**src/sv/pgc_pkg.sv**
```systemverilog
// Package: shared types, register codes and reset constants of the gesture classifier.
package pgc_pkg;

  localparam int unsigned GRACE_SAMPLES_DEF = 4;

  localparam logic [15:0] MIN_DIST_RST  = 16'd50;
  localparam logic [15:0] MAX_DIST_RST  = 16'd300;
  localparam logic [15:0] LONG_HOLD_RST = 16'd600;
  localparam logic [15:0] DBL_CLICK_RST = 16'd400;
  localparam logic [15:0] VAL_LOWER_RST = 16'd0;
  localparam logic [15:0] VAL_UPPER_RST = 16'd100;
  localparam logic [15:0] PERIOD_RST    = 16'd50;
  localparam logic [15:0] TRAVEL_RST    = 16'd2000;
  localparam logic [15:0] VALUE_RST     = 16'd50;

  localparam logic [1:0] BUDGET_NONE    = 2'd0;
  localparam logic [1:0] BUDGET_MEASURE = 2'd1;
  localparam logic [1:0] BUDGET_DETECT  = 2'd2;

  typedef enum logic [2:0] {
    REG_MIN_DIST  = 3'd0,
    REG_MAX_DIST  = 3'd1,
    REG_LONG_HOLD = 3'd2,
    REG_DBL_CLICK = 3'd3,
    REG_VAL_LOWER = 3'd4,
    REG_VAL_UPPER = 3'd5,
    REG_PERIOD    = 3'd6,
    REG_TRAVEL    = 3'd7
  } pgc_reg_e;

  typedef struct packed {
    logic [15:0] distance;
    logic [31:0] now_ms;
  } pgc_in_t;

  typedef struct packed {
    logic               handled;
    logic               single_click;
    logic               double_click;
    logic               long_click;
    logic signed [15:0] adjust_value;
    logic [1:0]         budget_request;
  } pgc_out_t;

  typedef struct packed {
    logic signed [63:0] x;
    logic signed [17:0] m;
    logic signed [17:0] dv;
  } pgc_md_op_t;

endpackage

```
**src/sv/pgc_stream_if.sv**
```systemverilog
// Interface: valid/ready channel carrying one request payload.
interface pgc_stream_if #(
  parameter type T = logic
) ();
  logic valid;
  logic ready;
  T     data;

  modport source (output valid, output data, input ready);
  modport sink (input valid, input data, output ready);
endinterface

```
**src/sv/pgc_muldiv.sv**
```systemverilog
// Module: bit-serial signed multiply then truncating divide, x * m / dv.
module pgc_muldiv (
  input  logic                clk_i,
  input  logic                rst_ni,
  input  logic                start_i,
  input  pgc_pkg::pgc_md_op_t op_i,
  output logic                done_o,
  output logic signed [63:0]  quot_o
);

  typedef enum logic [2:0] {
    MD_IDLE = 3'b001,
    MD_MUL  = 3'b010,
    MD_DIV  = 3'b100
  } md_state_e;

  localparam logic [6:0] MUL_LAST = 7'd16;
  localparam logic [6:0] DIV_LAST = 7'd63;

  md_state_e   state_q, state_d;
  logic [6:0]  cnt_q, cnt_d;
  logic        done_q, done_d;
  logic        neg_q, neg_d;
  logic [63:0] x_q, x_d;
  logic [16:0] m_q, m_d;
  logic [16:0] dv_q, dv_d;
  logic [63:0] acc_q, acc_d;
  logic [16:0] rem_q, rem_d;

  logic [63:0] x_abs;
  logic [17:0] m_abs, dv_abs;
  logic [17:0] rem_sh, rem_sub;

  assign x_abs   = op_i.x[63] ? 64'(-op_i.x) : 64'(op_i.x);
  assign m_abs   = op_i.m[17] ? 18'(-op_i.m) : 18'(op_i.m);
  assign dv_abs  = op_i.dv[17] ? 18'(-op_i.dv) : 18'(op_i.dv);
  assign rem_sh  = {rem_q, acc_q[63]};
  assign rem_sub = rem_sh - {1'b0, dv_q};

  always_comb begin
    state_d = state_q;
    cnt_d   = cnt_q;
    done_d  = 1'b0;
    neg_d   = neg_q;
    x_d     = x_q;
    m_d     = m_q;
    dv_d    = dv_q;
    acc_d   = acc_q;
    rem_d   = rem_q;
    unique case (state_q)
      MD_IDLE: begin
        if (start_i) begin
          neg_d   = op_i.x[63] ^ op_i.m[17] ^ op_i.dv[17];
          x_d     = x_abs;
          m_d     = m_abs[16:0];
          dv_d    = dv_abs[16:0];
          acc_d   = '0;
          rem_d   = '0;
          cnt_d   = '0;
          state_d = MD_MUL;
        end
      end
      MD_MUL: begin
        if (m_q[0]) begin
          acc_d = acc_q + x_q;
        end
        x_d   = {x_q[62:0], 1'b0};
        m_d   = {1'b0, m_q[16:1]};
        cnt_d = cnt_q + 7'd1;
        if (cnt_q == MUL_LAST) begin
          cnt_d   = '0;
          state_d = MD_DIV;
        end
      end
      MD_DIV: begin
        if (!rem_sub[17]) begin
          rem_d = rem_sub[16:0];
          acc_d = {acc_q[62:0], 1'b1};
        end else begin
          rem_d = rem_sh[16:0];
          acc_d = {acc_q[62:0], 1'b0};
        end
        cnt_d = cnt_q + 7'd1;
        if (cnt_q == DIV_LAST) begin
          done_d  = 1'b1;
          state_d = MD_IDLE;
        end
      end
      default: state_d = MD_IDLE;
    endcase
  end

  always_ff @(posedge clk_i or negedge rst_ni) begin
    if (!rst_ni) begin
      state_q <= MD_IDLE;
      cnt_q   <= '0;
      done_q  <= 1'b0;
    end else begin
      state_q <= state_d;
      cnt_q   <= cnt_d;
      done_q  <= done_d;
    end
  end

  always_ff @(posedge clk_i) begin
    neg_q <= neg_d;
    x_q   <= x_d;
    m_q   <= m_d;
    dv_q  <= dv_d;
    acc_q <= acc_d;
    rem_q <= rem_d;
  end

  assign done_o = done_q;
  assign quot_o = neg_q ? 64'(-acc_q) : 64'(acc_q);

  a_done_from_div: assert property (@(posedge clk_i) disable iff (!rst_ni)
    done_q |-> $past(state_q == MD_DIV))
    else $error("done without division step");
  a_start_idle: assert property (@(posedge clk_i) disable iff (!rst_ni)
    (state_q != MD_IDLE) |-> !done_d || (state_q == MD_DIV))
    else $error("done outside division");
  a_div_mag: assert property (@(posedge clk_i) disable iff (!rst_ni)
    (state_q == MD_DIV) |-> (rem_q < dv_q))
    else $error("remainder not below divisor");

endmodule

```
**src/sv/proximity_gesture_classifier.sv**
```systemverilog
// Top level: proximity gesture classifier with serial adjustment arithmetic.
//
// Requests arrive on req_i (distance in mm, millisecond timestamp); one
// result per request leaves on res_o (click flags, long-click level, the
// adjusted value and a budget request). Both channels use valid/ready.
// Registers are to be written through cfg_we_i / cfg_idx_i / cfg_data_i only
// while idle; the block itself does not enforce this. A request that does not
// move the adjusted value yields its result in the cycle after acceptance. A
// request during an anchored long click runs four multiply-divide passes
// on one bit-serial unit (17 multiply steps plus 64 divide steps each);
// that unit sets the rate.
// One request is in work at a time; the next is taken as soon as the
// output register is free or being emptied in the same cycle.
// A stalled receiver holds the result in the output register and blocks
// new requests. Reset clears all gesture state, loads register defaults
// and sets the adjusted value to its midpoint default.
module proximity_gesture_classifier #(
  parameter int unsigned GRACE_SAMPLES = pgc_pkg::GRACE_SAMPLES_DEF
) (
  input  logic                 clk_i,
  input  logic                 rst_ni,
  input  logic                 cfg_we_i,
  input  logic [2:0]           cfg_idx_i,
  input  logic [15:0]          cfg_data_i,
  pgc_stream_if.sink           req_i,
  pgc_stream_if.source         res_o
);

  typedef enum logic [3:0] {
    S_IDLE = 4'b0001,
    S_CALC = 4'b0010,
    S_FIN  = 4'b0100,
    S_SPARE = 4'b1000
  } state_e;

  localparam logic [7:0] GRACE = 8'(GRACE_SAMPLES);

  state_e state_q, state_d;

  logic [15:0] min_q, max_q, hold_q, dcms_q, per_q, trav_q;
  logic signed [15:0] lo_q, up_q;

  logic        active_q, active_d;
  logic [31:0] st_q, st_d;
  logic        dpend_q, dpend_d;
  logic        sw_q, sw_d;
  logic [7:0]  lp_q, lp_d;
  logic [15:0] anchor_q, anchor_d;
  logic signed [31:0] resid_q, resid_d;
  logic signed [15:0] value_q, value_d;

  logic [1:0]  step_q, step_d;
  logic        md_start_q, md_start_d;
  logic signed [63:0] d_q, d_d, chain_q, chain_d, b_q, b_d;

  logic     out_valid_q, out_valid_d;
  pgc_pkg::pgc_out_t out_q, out_d;

  logic               accept;
  logic [15:0]        smp_dist;
  logic [31:0]        now;
  logic               in_win;
  logic [31:0]        elapsed;
  logic [31:0]        st_rel;
  logic               sc, dc;
  logic [1:0]         budget;
  logic               adj_go;
  logic signed [17:0] sv, sd, per_e, trav_e;
  logic signed [63:0] d_calc;
  logic signed [63:0] r_full, nv, up_w, lo_w;
  logic signed [31:0] r_sat;
  logic signed [15:0] nv_clamp;

  pgc_pkg::pgc_md_op_t md_op;
  logic               md_done;
  logic signed [63:0] md_quot;

  assign smp_dist = req_i.data.distance;
  assign now      = req_i.data.now_ms;
  assign accept   = req_i.valid && req_i.ready;
  assign req_i.ready = (state_q == S_IDLE) && (!out_valid_q || res_o.ready);
  assign res_o.valid = out_valid_q;
  assign res_o.data  = out_q;

  assign sv     = {{2{up_q[15]}}, up_q} - {{2{lo_q[15]}}, lo_q};
  assign sd     = {2'b00, max_q} - {2'b00, min_q};
  assign per_e  = {2'b00, (per_q == '0) ? 16'd1 : per_q};
  assign trav_e = {2'b00, (trav_q == '0) ? 16'd1 : trav_q};
  assign d_calc = {{32{resid_q[31]}}, resid_q} + {48'd0, smp_dist} - {48'd0, anchor_q};

  assign in_win  = (smp_dist > min_q) && (smp_dist < max_q);
  assign elapsed = now - st_q;

  always_comb begin
    active_d = active_q;
    st_d     = st_q;
    dpend_d  = dpend_q;
    sw_d     = sw_q;
    lp_d     = lp_q;
    anchor_d = anchor_q;
    sc       = 1'b0;
    dc       = 1'b0;
    budget   = pgc_pkg::BUDGET_NONE;
    adj_go   = 1'b0;
    st_rel   = '0;
    if (in_win) begin
      if (active_q) begin
        if (elapsed > {16'd0, hold_q}) begin
          priority if (lp_q > 8'd1) begin
            lp_d = lp_q - 8'd1;
            if (lp_d == 8'd1) begin
              anchor_d = smp_dist;
            end
          end else if (lp_q == 8'd1) begin
            adj_go = (sv != '0) && (sd != '0);
          end else begin
            lp_d    = GRACE;
            budget  = pgc_pkg::BUDGET_MEASURE;
            dpend_d = 1'b0;
          end
        end
      end else begin
        if ((elapsed < {16'd0, dcms_q}) && (elapsed != '0)) begin
          dpend_d = 1'b1;
        end
        active_d = 1'b1;
        st_d     = now;
      end
    end else begin
      if (active_q) begin
        priority if (lp_q != '0) begin
          budget = pgc_pkg::BUDGET_DETECT;
          lp_d   = '0;
        end else if (dpend_q) begin
          dc      = 1'b1;
          dpend_d = 1'b0;
          sw_d    = 1'b0;
          st_d    = now - {16'd0, dcms_q};
        end else begin
          sw_d = 1'b1;
        end
        active_d = 1'b0;
      end
      st_rel = now - st_d;
      if (sw_d && (st_rel > {16'd0, dcms_q})) begin
        sc   = 1'b1;
        sw_d = 1'b0;
      end
    end
  end

  always_comb begin
    md_op = '0;
    unique case (step_q)
      2'd0: begin
        md_op.x = d_q;     md_op.m = sv;     md_op.dv = sd;
      end
      2'd1: begin
        md_op.x = chain_q; md_op.m = per_e;  md_op.dv = trav_e;
      end
      2'd2: begin
        md_op.x = chain_q; md_op.m = trav_e; md_op.dv = per_e;
      end
      2'd3: begin
        md_op.x = chain_q; md_op.m = sd;     md_op.dv = sv;
      end
      default: md_op = '0;
    endcase
  end

  pgc_muldiv u_muldiv (
    .clk_i   (clk_i),
    .rst_ni  (rst_ni),
    .start_i (md_start_q),
    .op_i    (md_op),
    .done_o  (md_done),
    .quot_o  (md_quot)
  );

  assign r_full = d_q - chain_q;
  assign up_w   = 64'(up_q);
  assign lo_w   = 64'(lo_q);
  assign nv     = b_q + 64'(value_q);

  always_comb begin
    priority if (r_full > 64'sd2147483647) begin
      r_sat = 32'sh7fffffff;
    end else if (r_full < -64'sd2147483648) begin
      r_sat = 32'sh80000000;
    end else begin
      r_sat = r_full[31:0];
    end
    priority if (nv > up_w) begin
      nv_clamp = up_q;
    end else if (nv < lo_w) begin
      nv_clamp = lo_q;
    end else begin
      nv_clamp = nv[15:0];
    end
  end

  always_comb begin
    state_d     = state_q;
    step_d      = step_q;
    md_start_d  = 1'b0;
    d_d         = d_q;
    chain_d     = chain_q;
    b_d         = b_q;
    resid_d     = resid_q;
    value_d     = value_q;
    out_d       = out_q;
    out_valid_d = out_valid_q;
    if (out_valid_q && res_o.ready) begin
      out_valid_d = 1'b0;
    end
    unique case (state_q)
      S_IDLE: begin
        if (accept) begin
          if (adj_go) begin
            d_d        = d_calc;
            step_d     = 2'd0;
            md_start_d = 1'b1;
            state_d    = S_CALC;
          end else begin
            out_d.handled        = in_win;
            out_d.single_click   = sc;
            out_d.double_click   = dc;
            out_d.long_click     = (lp_d != '0);
            out_d.adjust_value   = value_q;
            out_d.budget_request = budget;
            out_valid_d          = 1'b1;
          end
        end
      end
      S_CALC: begin
        if (md_done) begin
          chain_d = md_quot;
          if (step_q == 2'd1) begin
            b_d = md_quot;
          end
          if (step_q == 2'd3) begin
            state_d = S_FIN;
          end else begin
            step_d     = step_q + 2'd1;
            md_start_d = 1'b1;
          end
        end
      end
      S_FIN: begin
        resid_d              = r_sat;
        value_d              = nv_clamp;
        out_d.handled        = 1'b1;
        out_d.single_click   = 1'b0;
        out_d.double_click   = 1'b0;
        out_d.long_click     = 1'b1;
        out_d.adjust_value   = nv_clamp;
        out_d.budget_request = pgc_pkg::BUDGET_NONE;
        out_valid_d          = 1'b1;
        state_d              = S_IDLE;
      end
      default: state_d = S_IDLE;
    endcase
  end

  always_ff @(posedge clk_i or negedge rst_ni) begin
    if (!rst_ni) begin
      min_q  <= pgc_pkg::MIN_DIST_RST;
      max_q  <= pgc_pkg::MAX_DIST_RST;
      hold_q <= pgc_pkg::LONG_HOLD_RST;
      dcms_q <= pgc_pkg::DBL_CLICK_RST;
      lo_q   <= pgc_pkg::VAL_LOWER_RST;
      up_q   <= pgc_pkg::VAL_UPPER_RST;
      per_q  <= pgc_pkg::PERIOD_RST;
      trav_q <= pgc_pkg::TRAVEL_RST;
    end else if (cfg_we_i) begin
      unique case (pgc_pkg::pgc_reg_e'(cfg_idx_i))
        pgc_pkg::REG_MIN_DIST:  min_q  <= cfg_data_i;
        pgc_pkg::REG_MAX_DIST:  max_q  <= cfg_data_i;
        pgc_pkg::REG_LONG_HOLD: hold_q <= cfg_data_i;
        pgc_pkg::REG_DBL_CLICK: dcms_q <= cfg_data_i;
        pgc_pkg::REG_VAL_LOWER: lo_q   <= cfg_data_i;
        pgc_pkg::REG_VAL_UPPER: up_q   <= cfg_data_i;
        pgc_pkg::REG_PERIOD:    per_q  <= cfg_data_i;
        pgc_pkg::REG_TRAVEL:    trav_q <= cfg_data_i;
        default: ;
      endcase
    end
  end

  always_ff @(posedge clk_i or negedge rst_ni) begin
    if (!rst_ni) begin
      state_q     <= S_IDLE;
      step_q      <= '0;
      md_start_q  <= 1'b0;
      out_valid_q <= 1'b0;
      active_q    <= 1'b0;
      st_q        <= '0;
      dpend_q     <= 1'b0;
      sw_q        <= 1'b0;
      lp_q        <= '0;
      anchor_q    <= '0;
      resid_q     <= '0;
      value_q     <= pgc_pkg::VALUE_RST;
    end else begin
      state_q     <= state_d;
      step_q      <= step_d;
      md_start_q  <= md_start_d;
      out_valid_q <= out_valid_d;
      resid_q     <= resid_d;
      value_q     <= value_d;
      if (accept) begin
        active_q <= active_d;
        st_q     <= st_d;
        dpend_q  <= dpend_d;
        sw_q     <= sw_d;
        lp_q     <= lp_d;
        anchor_q <= anchor_d;
      end
    end
  end

  always_ff @(posedge clk_i) begin
    d_q     <= d_d;
    chain_q <= chain_d;
    b_q     <= b_d;
    out_q   <= out_d;
  end

  a_state_onehot: assert property (@(posedge clk_i) disable iff (!rst_ni)
    $onehot(state_q))
    else $error("state not one-hot");
  a_busy_no_take: assert property (@(posedge clk_i) disable iff (!rst_ni)
    (state_q != S_IDLE) |-> !req_i.ready)
    else $error("request taken while busy");
  a_fin_out_free: assert property (@(posedge clk_i) disable iff (!rst_ni)
    (state_q == S_FIN) |-> !out_valid_q)
    else $error("result overwritten");
  a_done_in_calc: assert property (@(posedge clk_i) disable iff (!rst_ni)
    md_done |-> (state_q == S_CALC))
    else $error("serial unit done outside calculation");

endmodule

```
**src/flat_wrapper.sv**
```systemverilog
// flat-port wrapper written by rule: the top's interface ports become plain ports
module proximity_gesture_classifier_flat import pgc_pkg::*;
#(
  parameter int unsigned GRACE_SAMPLES = pgc_pkg::GRACE_SAMPLES_DEF
)
  (clk_i, rst_ni, cfg_we_i, cfg_idx_i, cfg_data_i, req_i_valid, req_i_data, req_i_ready, res_o_valid, res_o_data, res_o_ready);
  pgc_stream_if #(.T(pgc_in_t)) req_i_i ();
  pgc_stream_if #(.T(pgc_out_t)) res_o_i ();
  input  logic clk_i;
  input  logic rst_ni;
  input  logic cfg_we_i;
  input  logic [2:0] cfg_idx_i;
  input  logic [15:0] cfg_data_i;
  input wire logic [$bits(req_i_i.valid)-1:0] req_i_valid;
  input wire logic [$bits(req_i_i.data)-1:0] req_i_data;
  output wire logic [$bits(req_i_i.ready)-1:0] req_i_ready;
  output wire logic [$bits(res_o_i.valid)-1:0] res_o_valid;
  output wire logic [$bits(res_o_i.data)-1:0] res_o_data;
  input wire logic [$bits(res_o_i.ready)-1:0] res_o_ready;
  assign req_i_i.valid = req_i_valid;
  assign req_i_i.data = req_i_data;
  assign req_i_ready = req_i_i.ready;
  assign res_o_valid = res_o_i.valid;
  assign res_o_data = res_o_i.data;
  assign res_o_i.ready = res_o_ready;
  proximity_gesture_classifier #(.GRACE_SAMPLES(GRACE_SAMPLES)) u_core (.clk_i(clk_i), .rst_ni(rst_ni), .cfg_we_i(cfg_we_i), .cfg_idx_i(cfg_idx_i), .cfg_data_i(cfg_data_i), .req_i(req_i_i), .res_o(res_o_i));
endmodule
```
**config.mk**
```make
export PLATFORM = sky130hd
export DESIGN_NAME = proximity_gesture_classifier_flat
export DESIGN_NICKNAME = d
export VERILOG_FILES = /design/src/sv/pgc_pkg.sv /design/src/sv/pgc_stream_if.sv /design/src/sv/pgc_muldiv.sv /design/src/sv/proximity_gesture_classifier.sv /design/src/flat_wrapper.sv
export SDC_FILE = /design/constraint.sdc
export NUM_CORES = 2
export LEC_CHECK = 0
export ABC_AREA = 0
export BUFFER_PORTS_ARGS = -buffer_cell sky130_fd_sc_hd__buf_2
export CAP_MARGIN = 20
export CORE_MARGIN = 5
export CORE_UTILIZATION = 55
export DETAILED_ROUTE_END_ITERATION = 10
export PLACE_DENSITY = 0.83
export SETUP_SLACK_MARGIN = 0.3
export SLEW_MARGIN = 20
export SYNTH_ARGS = -nofsm -noshare
export SYNTH_HDL_FRONTEND = slang
export SYNTH_SLANG_ARGS = --single-unit
```
**constraint.sdc**
```tcl
create_clock -name clk_i -period 14.75 [get_ports clk_i]
set_clock_uncertainty 0.1 [all_clocks]
set_input_delay 1.475 -clock clk_i [delete_from_list [all_inputs] [get_ports clk_i]]
set_output_delay 1.475 -clock clk_i [all_outputs]
set_load 0.03 [all_outputs]
```
==> flow_summary.json <==
{
  "hold_slack_ns": 0.406,
  "critPathMaxStageDelay_ns": 0.78,
  "status": "finished, final reports clean",
  "cts_hold_buffers": 0,
  "via_per_inst": 6.40,
  "dpl.hpwl_mm": 118,
  "ctsResizeCount": 0,
  "drtIter0Drc": 5072,
  "register_area_sq_um": 18200,
  "ir_drop_mv": 0.0893,
  "cts_buffer_depth": 3,
  "synth_area_per_cell_sq_um": 8.74,
  "synth_cell_types": 86,
  "p_leak_nw": 24.6,
  "startpoint_type": "register",
  "rsz0062_at_grt": "no",
  "grt_pass1_vias": 45600,
  "cts.sinks": 647,
  "tightest_slew_ns": 1.24,
  "p_per_area_nw_per_um2": 129,
  "clk_pin_slew_worst_paths_ns": 0.06,
  "syn_nets": 6861,
  "period_share_pct": 58.7,
  "row_count": 115,
  "routedWlPerCell_microns": 20.5,
  "crit_slowest_cell": "a2111oi_0",
  "final_util_pct": 59.5,
  "grt_overflow": 0,
  "ys_seq_elements": 647,
  "synth_fa_ha_area_share_pct": 13.4,
  "fin_nets": 6842,
  "cap_violations": 0,
  "internal_power_mw": 4.50,
  "grt_antenna_before_repair": 6,
  "finalPower_mw": 7.52,
  "clkPwrFrac_pct": 24.9,
  "critPathArrivalTime_ns": 9.02,
  "portBuffers": 95,
  "synthMuxAreaShare_pct": 2.08,
  "grt_pass1_wl_mm": 245,
  "drc": 0,
  "setup_tns_ns": 0,
  "yosysWarnings": 0,
  "relSlewSlack_pct": 16.9,
  "yosys.area.top_type_share_pct": 21.8,
  "fin_ws_ns": 6.10,
  "clk_latency_ns": 0.67,
  "synth-edff-count": 394,
  "post_dp_cell_area_sq_um": 56000,
  "switching_power_mw": 3.02,
  "ant_nets": 0,
  "grt_max_degree": 111,
  "critPathMostFrequentCell": "a21oi_1",
  "swShare_pct": 40.2,
  "finalMaxSlewViolations": 0,
  "dieArea_sq_um": 105000,
  "cts_setup_buffers": 0,
  "cts_made_buffers": 75,
  "ios": 96,
  "cp_max_fo": 17,
  "num_vias": 48300,
  "min_period_ns": 8.65,
  "cts_tree": "built",
  "stdcell_area_sq_um": 58500,
  "crit_type": "reg -> reg",
  "p_comb_share_pct": 44.9,
  "area_growth_pct": 7.69,
  "post-place-ws_ns": 6.21,
  "root_buffer": "clkbuf_16",
  "dp.cells": 7406,
  "synthArstFlopShare_pct": 39.1,
  "synthCells": 6215,
  "core-area_sq_um": 98300,
  "clock.fmax_mhz": 116,
  "synth_top_family_by_area": "compound AO/OA/AOI/OAI gates",
  "setup_viol": 0,
  "syn_area_sq_um": 54300,
  "multi_input_comb_area_sq_um": 34000,
  "synth.largest_area_cell": "edfxtp_1",
  "hold_viol": 0,
  "synth_compound_area_share_pct": 23.0,
  "stdcell_count": 7549,
  "hp-class": "reg -> reg",
  "crit_path_end_kind": "register",
  "ys_seq_area_share_pct": 33.5,
  "dr.pass1.iters": 7,
  "cts-htree-levels": 3,
  "critPathRequiredTime_ns": 15.11,
  "start_util_pct": 55.3,
  "seqPwrFrac_pct": 30.2,
  "drive_gt1_share_pct": 7.22,
  "grt_usage_pct": 28.7,
  "synth_ff_type": "edfxtp_1",
  "wl_mm": 155,
  "die_w_microns": 324,
  "die_h_microns": 324,
  "synth.top_cells.by_area": "edfxtp_1 (22%), ha_1 (13%), dfrtp_1 (10%)",
  "synthSimpleGateAreaFrac_pct": 16.6,
  "synthXorXnorAreaFrac_pct": 7.30,
  "fillers": 8268,
  "place.gp.congestion": 0.974
}
==> cell usage in the layout (no fill, tap or decap), types with 34 or more instances in the layout <==
cell and count:
a21o_1 227, clkbuf_16 75, buf_4 50, or3_1 54
nor2_1 383, nor4_1 34, o21ai_0 566, edfxtp_1 394
nand3_1 145, nand2b_1 83, a21oi_1 495, dfrtp_1 222
and3_1 51, o31ai_1 62, nand2_1 632, o22a_1 35
nor2b_1 77, nor3_1 122, ha_1 562, a31oi_1 54
buf_2 94, o211ai_1 48, and2_1 35, xnor2_1 305
xor2_1 147, inv_1 357, o21a_1 76, mux2_2 80
o21bai_1 49, nand4_1 103, a211oi_1 63
==> registers in the layout, indices dropped and copies added (netlist names), 17 cells and up <==
name and count:
u_core.d_q 64, u_core.u_muldiv.dv_q 17, u_core.u_muldiv.x_q 64, u_core.res_o.data 22, u_core.u_muldiv.rem_q 17, u_core.chain_q 64
u_core.st_q 32, u_core.b_q 64, u_core.u_muldiv.m_q 17, u_core.resid_q 32, u_core.u_muldiv.acc_q 64
==> area by class of cell <==
class	instances	share of cell area (%)
Multi-Input combinational cell	4969	58.2
Sequential cell	647	31.1
Clock buffer	94	3.42
Clock inverter	46	0.776
Tap cell	1287	2.75
Timing Repair Buffer	145	1.47
Antenna cell	3	0.0128
Inverter	358	2.30
==> per-layer routing <==
layer	GRT usage [%]	share of wire, %	wire (microns)
met5	0	0	0
met4	9.71	3.4	5300
met3	5.48	10	15600
met2	44.2	43	67200
met1	40.7	43	66900
==> cell usage after synthesis (24+ instances only) <==
cell	n
nand2_1	632
o21ai_0	570
ha_1	563
a21oi_1	497
edfxtp_1	394
nor2_1	385
inv_1	358
xnor2_1	306
a21o_1	228
dfrtp_1	222
clkbuf_1	217
xor2_1	147
nand3_1	146
nor3_1	128
nand4_1	103
nand2b_1	83
mux2_2	80
nor2b_1	77
o21a_1	76
a211oi_1	64
o31ai_1	62
or3_1	55
a31oi_1	54
and3_1	51
o21bai_1	49
o211ai_1	48
and2_1	37
o22a_1	35
nor4_1	34
dfstp_2	31
a221oi_1	30
or4_1	27
o311ai_0	26
a21boi_0	25
o31a_1	24
==> cell families (layout without fill, tap and decap cells) <==
kind of cell,after synthesis,after routing
and+or+nand+nor,1862,1862
xor gates and xnor gates,453,453
DFF,647,647
AOI/OAI and AO/OA,1977,1977
muxes,103,103
other,0,3
buffers and inverters,599,643
adders and majority gates,574,574
==> worst max-delay path: cells and delay by family (launching register included) <==
family                     cells  cell delay, ns
adders and majority gates      2            0.67
AOI/OAI and AO/OA             14            4.61
xor gates and xnor gates       1            0.14
and+or+nand+nor                7            2.01
muxes                          1            0.13
buffers and inverters          1            0.23
DFF                            1            0.57
==> final timing paths <==
path,depth (start not counted),startpoint,slack [ns],to
hold / removal,1,u_core.dcms_q[10]$_DFFE_PN0P_,0.41,u_core.dcms_q[10]$_DFFE_PN0P_
max in group asynchronous,3,rst_ni,11.73,u_core.resid_q[30]$_DFFE_PN0N_
setup reg to reg,26,u_core.value_q[1]$_DFFE_PN1N_,6.10,u_core.res_o.data[14]$_DFFE_PP_
setup / recovery,26,u_core.value_q[1]$_DFFE_PN1N_,6.10,u_core.res_o.data[14]$_DFFE_PP_
hold reg to reg,1,u_core.dcms_q[10]$_DFFE_PN0P_,0.41,u_core.dcms_q[10]$_DFFE_PN0P_
min in group asynchronous,1,rst_ni,0.68,u_core.st_q[18]$_DFFE_PN0P_
==> power by group through the flow <==
stage | Clock (mW) | Sequential, mW | Combinational [mW]
finish | 1.87 | 2.27 | 3.38
global route | 1.98 | 2.28 | 3.72
global placement | 0 | 2.29 | 3.17
CTS | 1.90 | 2.26 | 3.30
floorplan | 0 | 2.25 | 2.45
detailed placement | 0 | 2.30 | 3.27
Note: power is estimated with default switching activity, not from simulation.
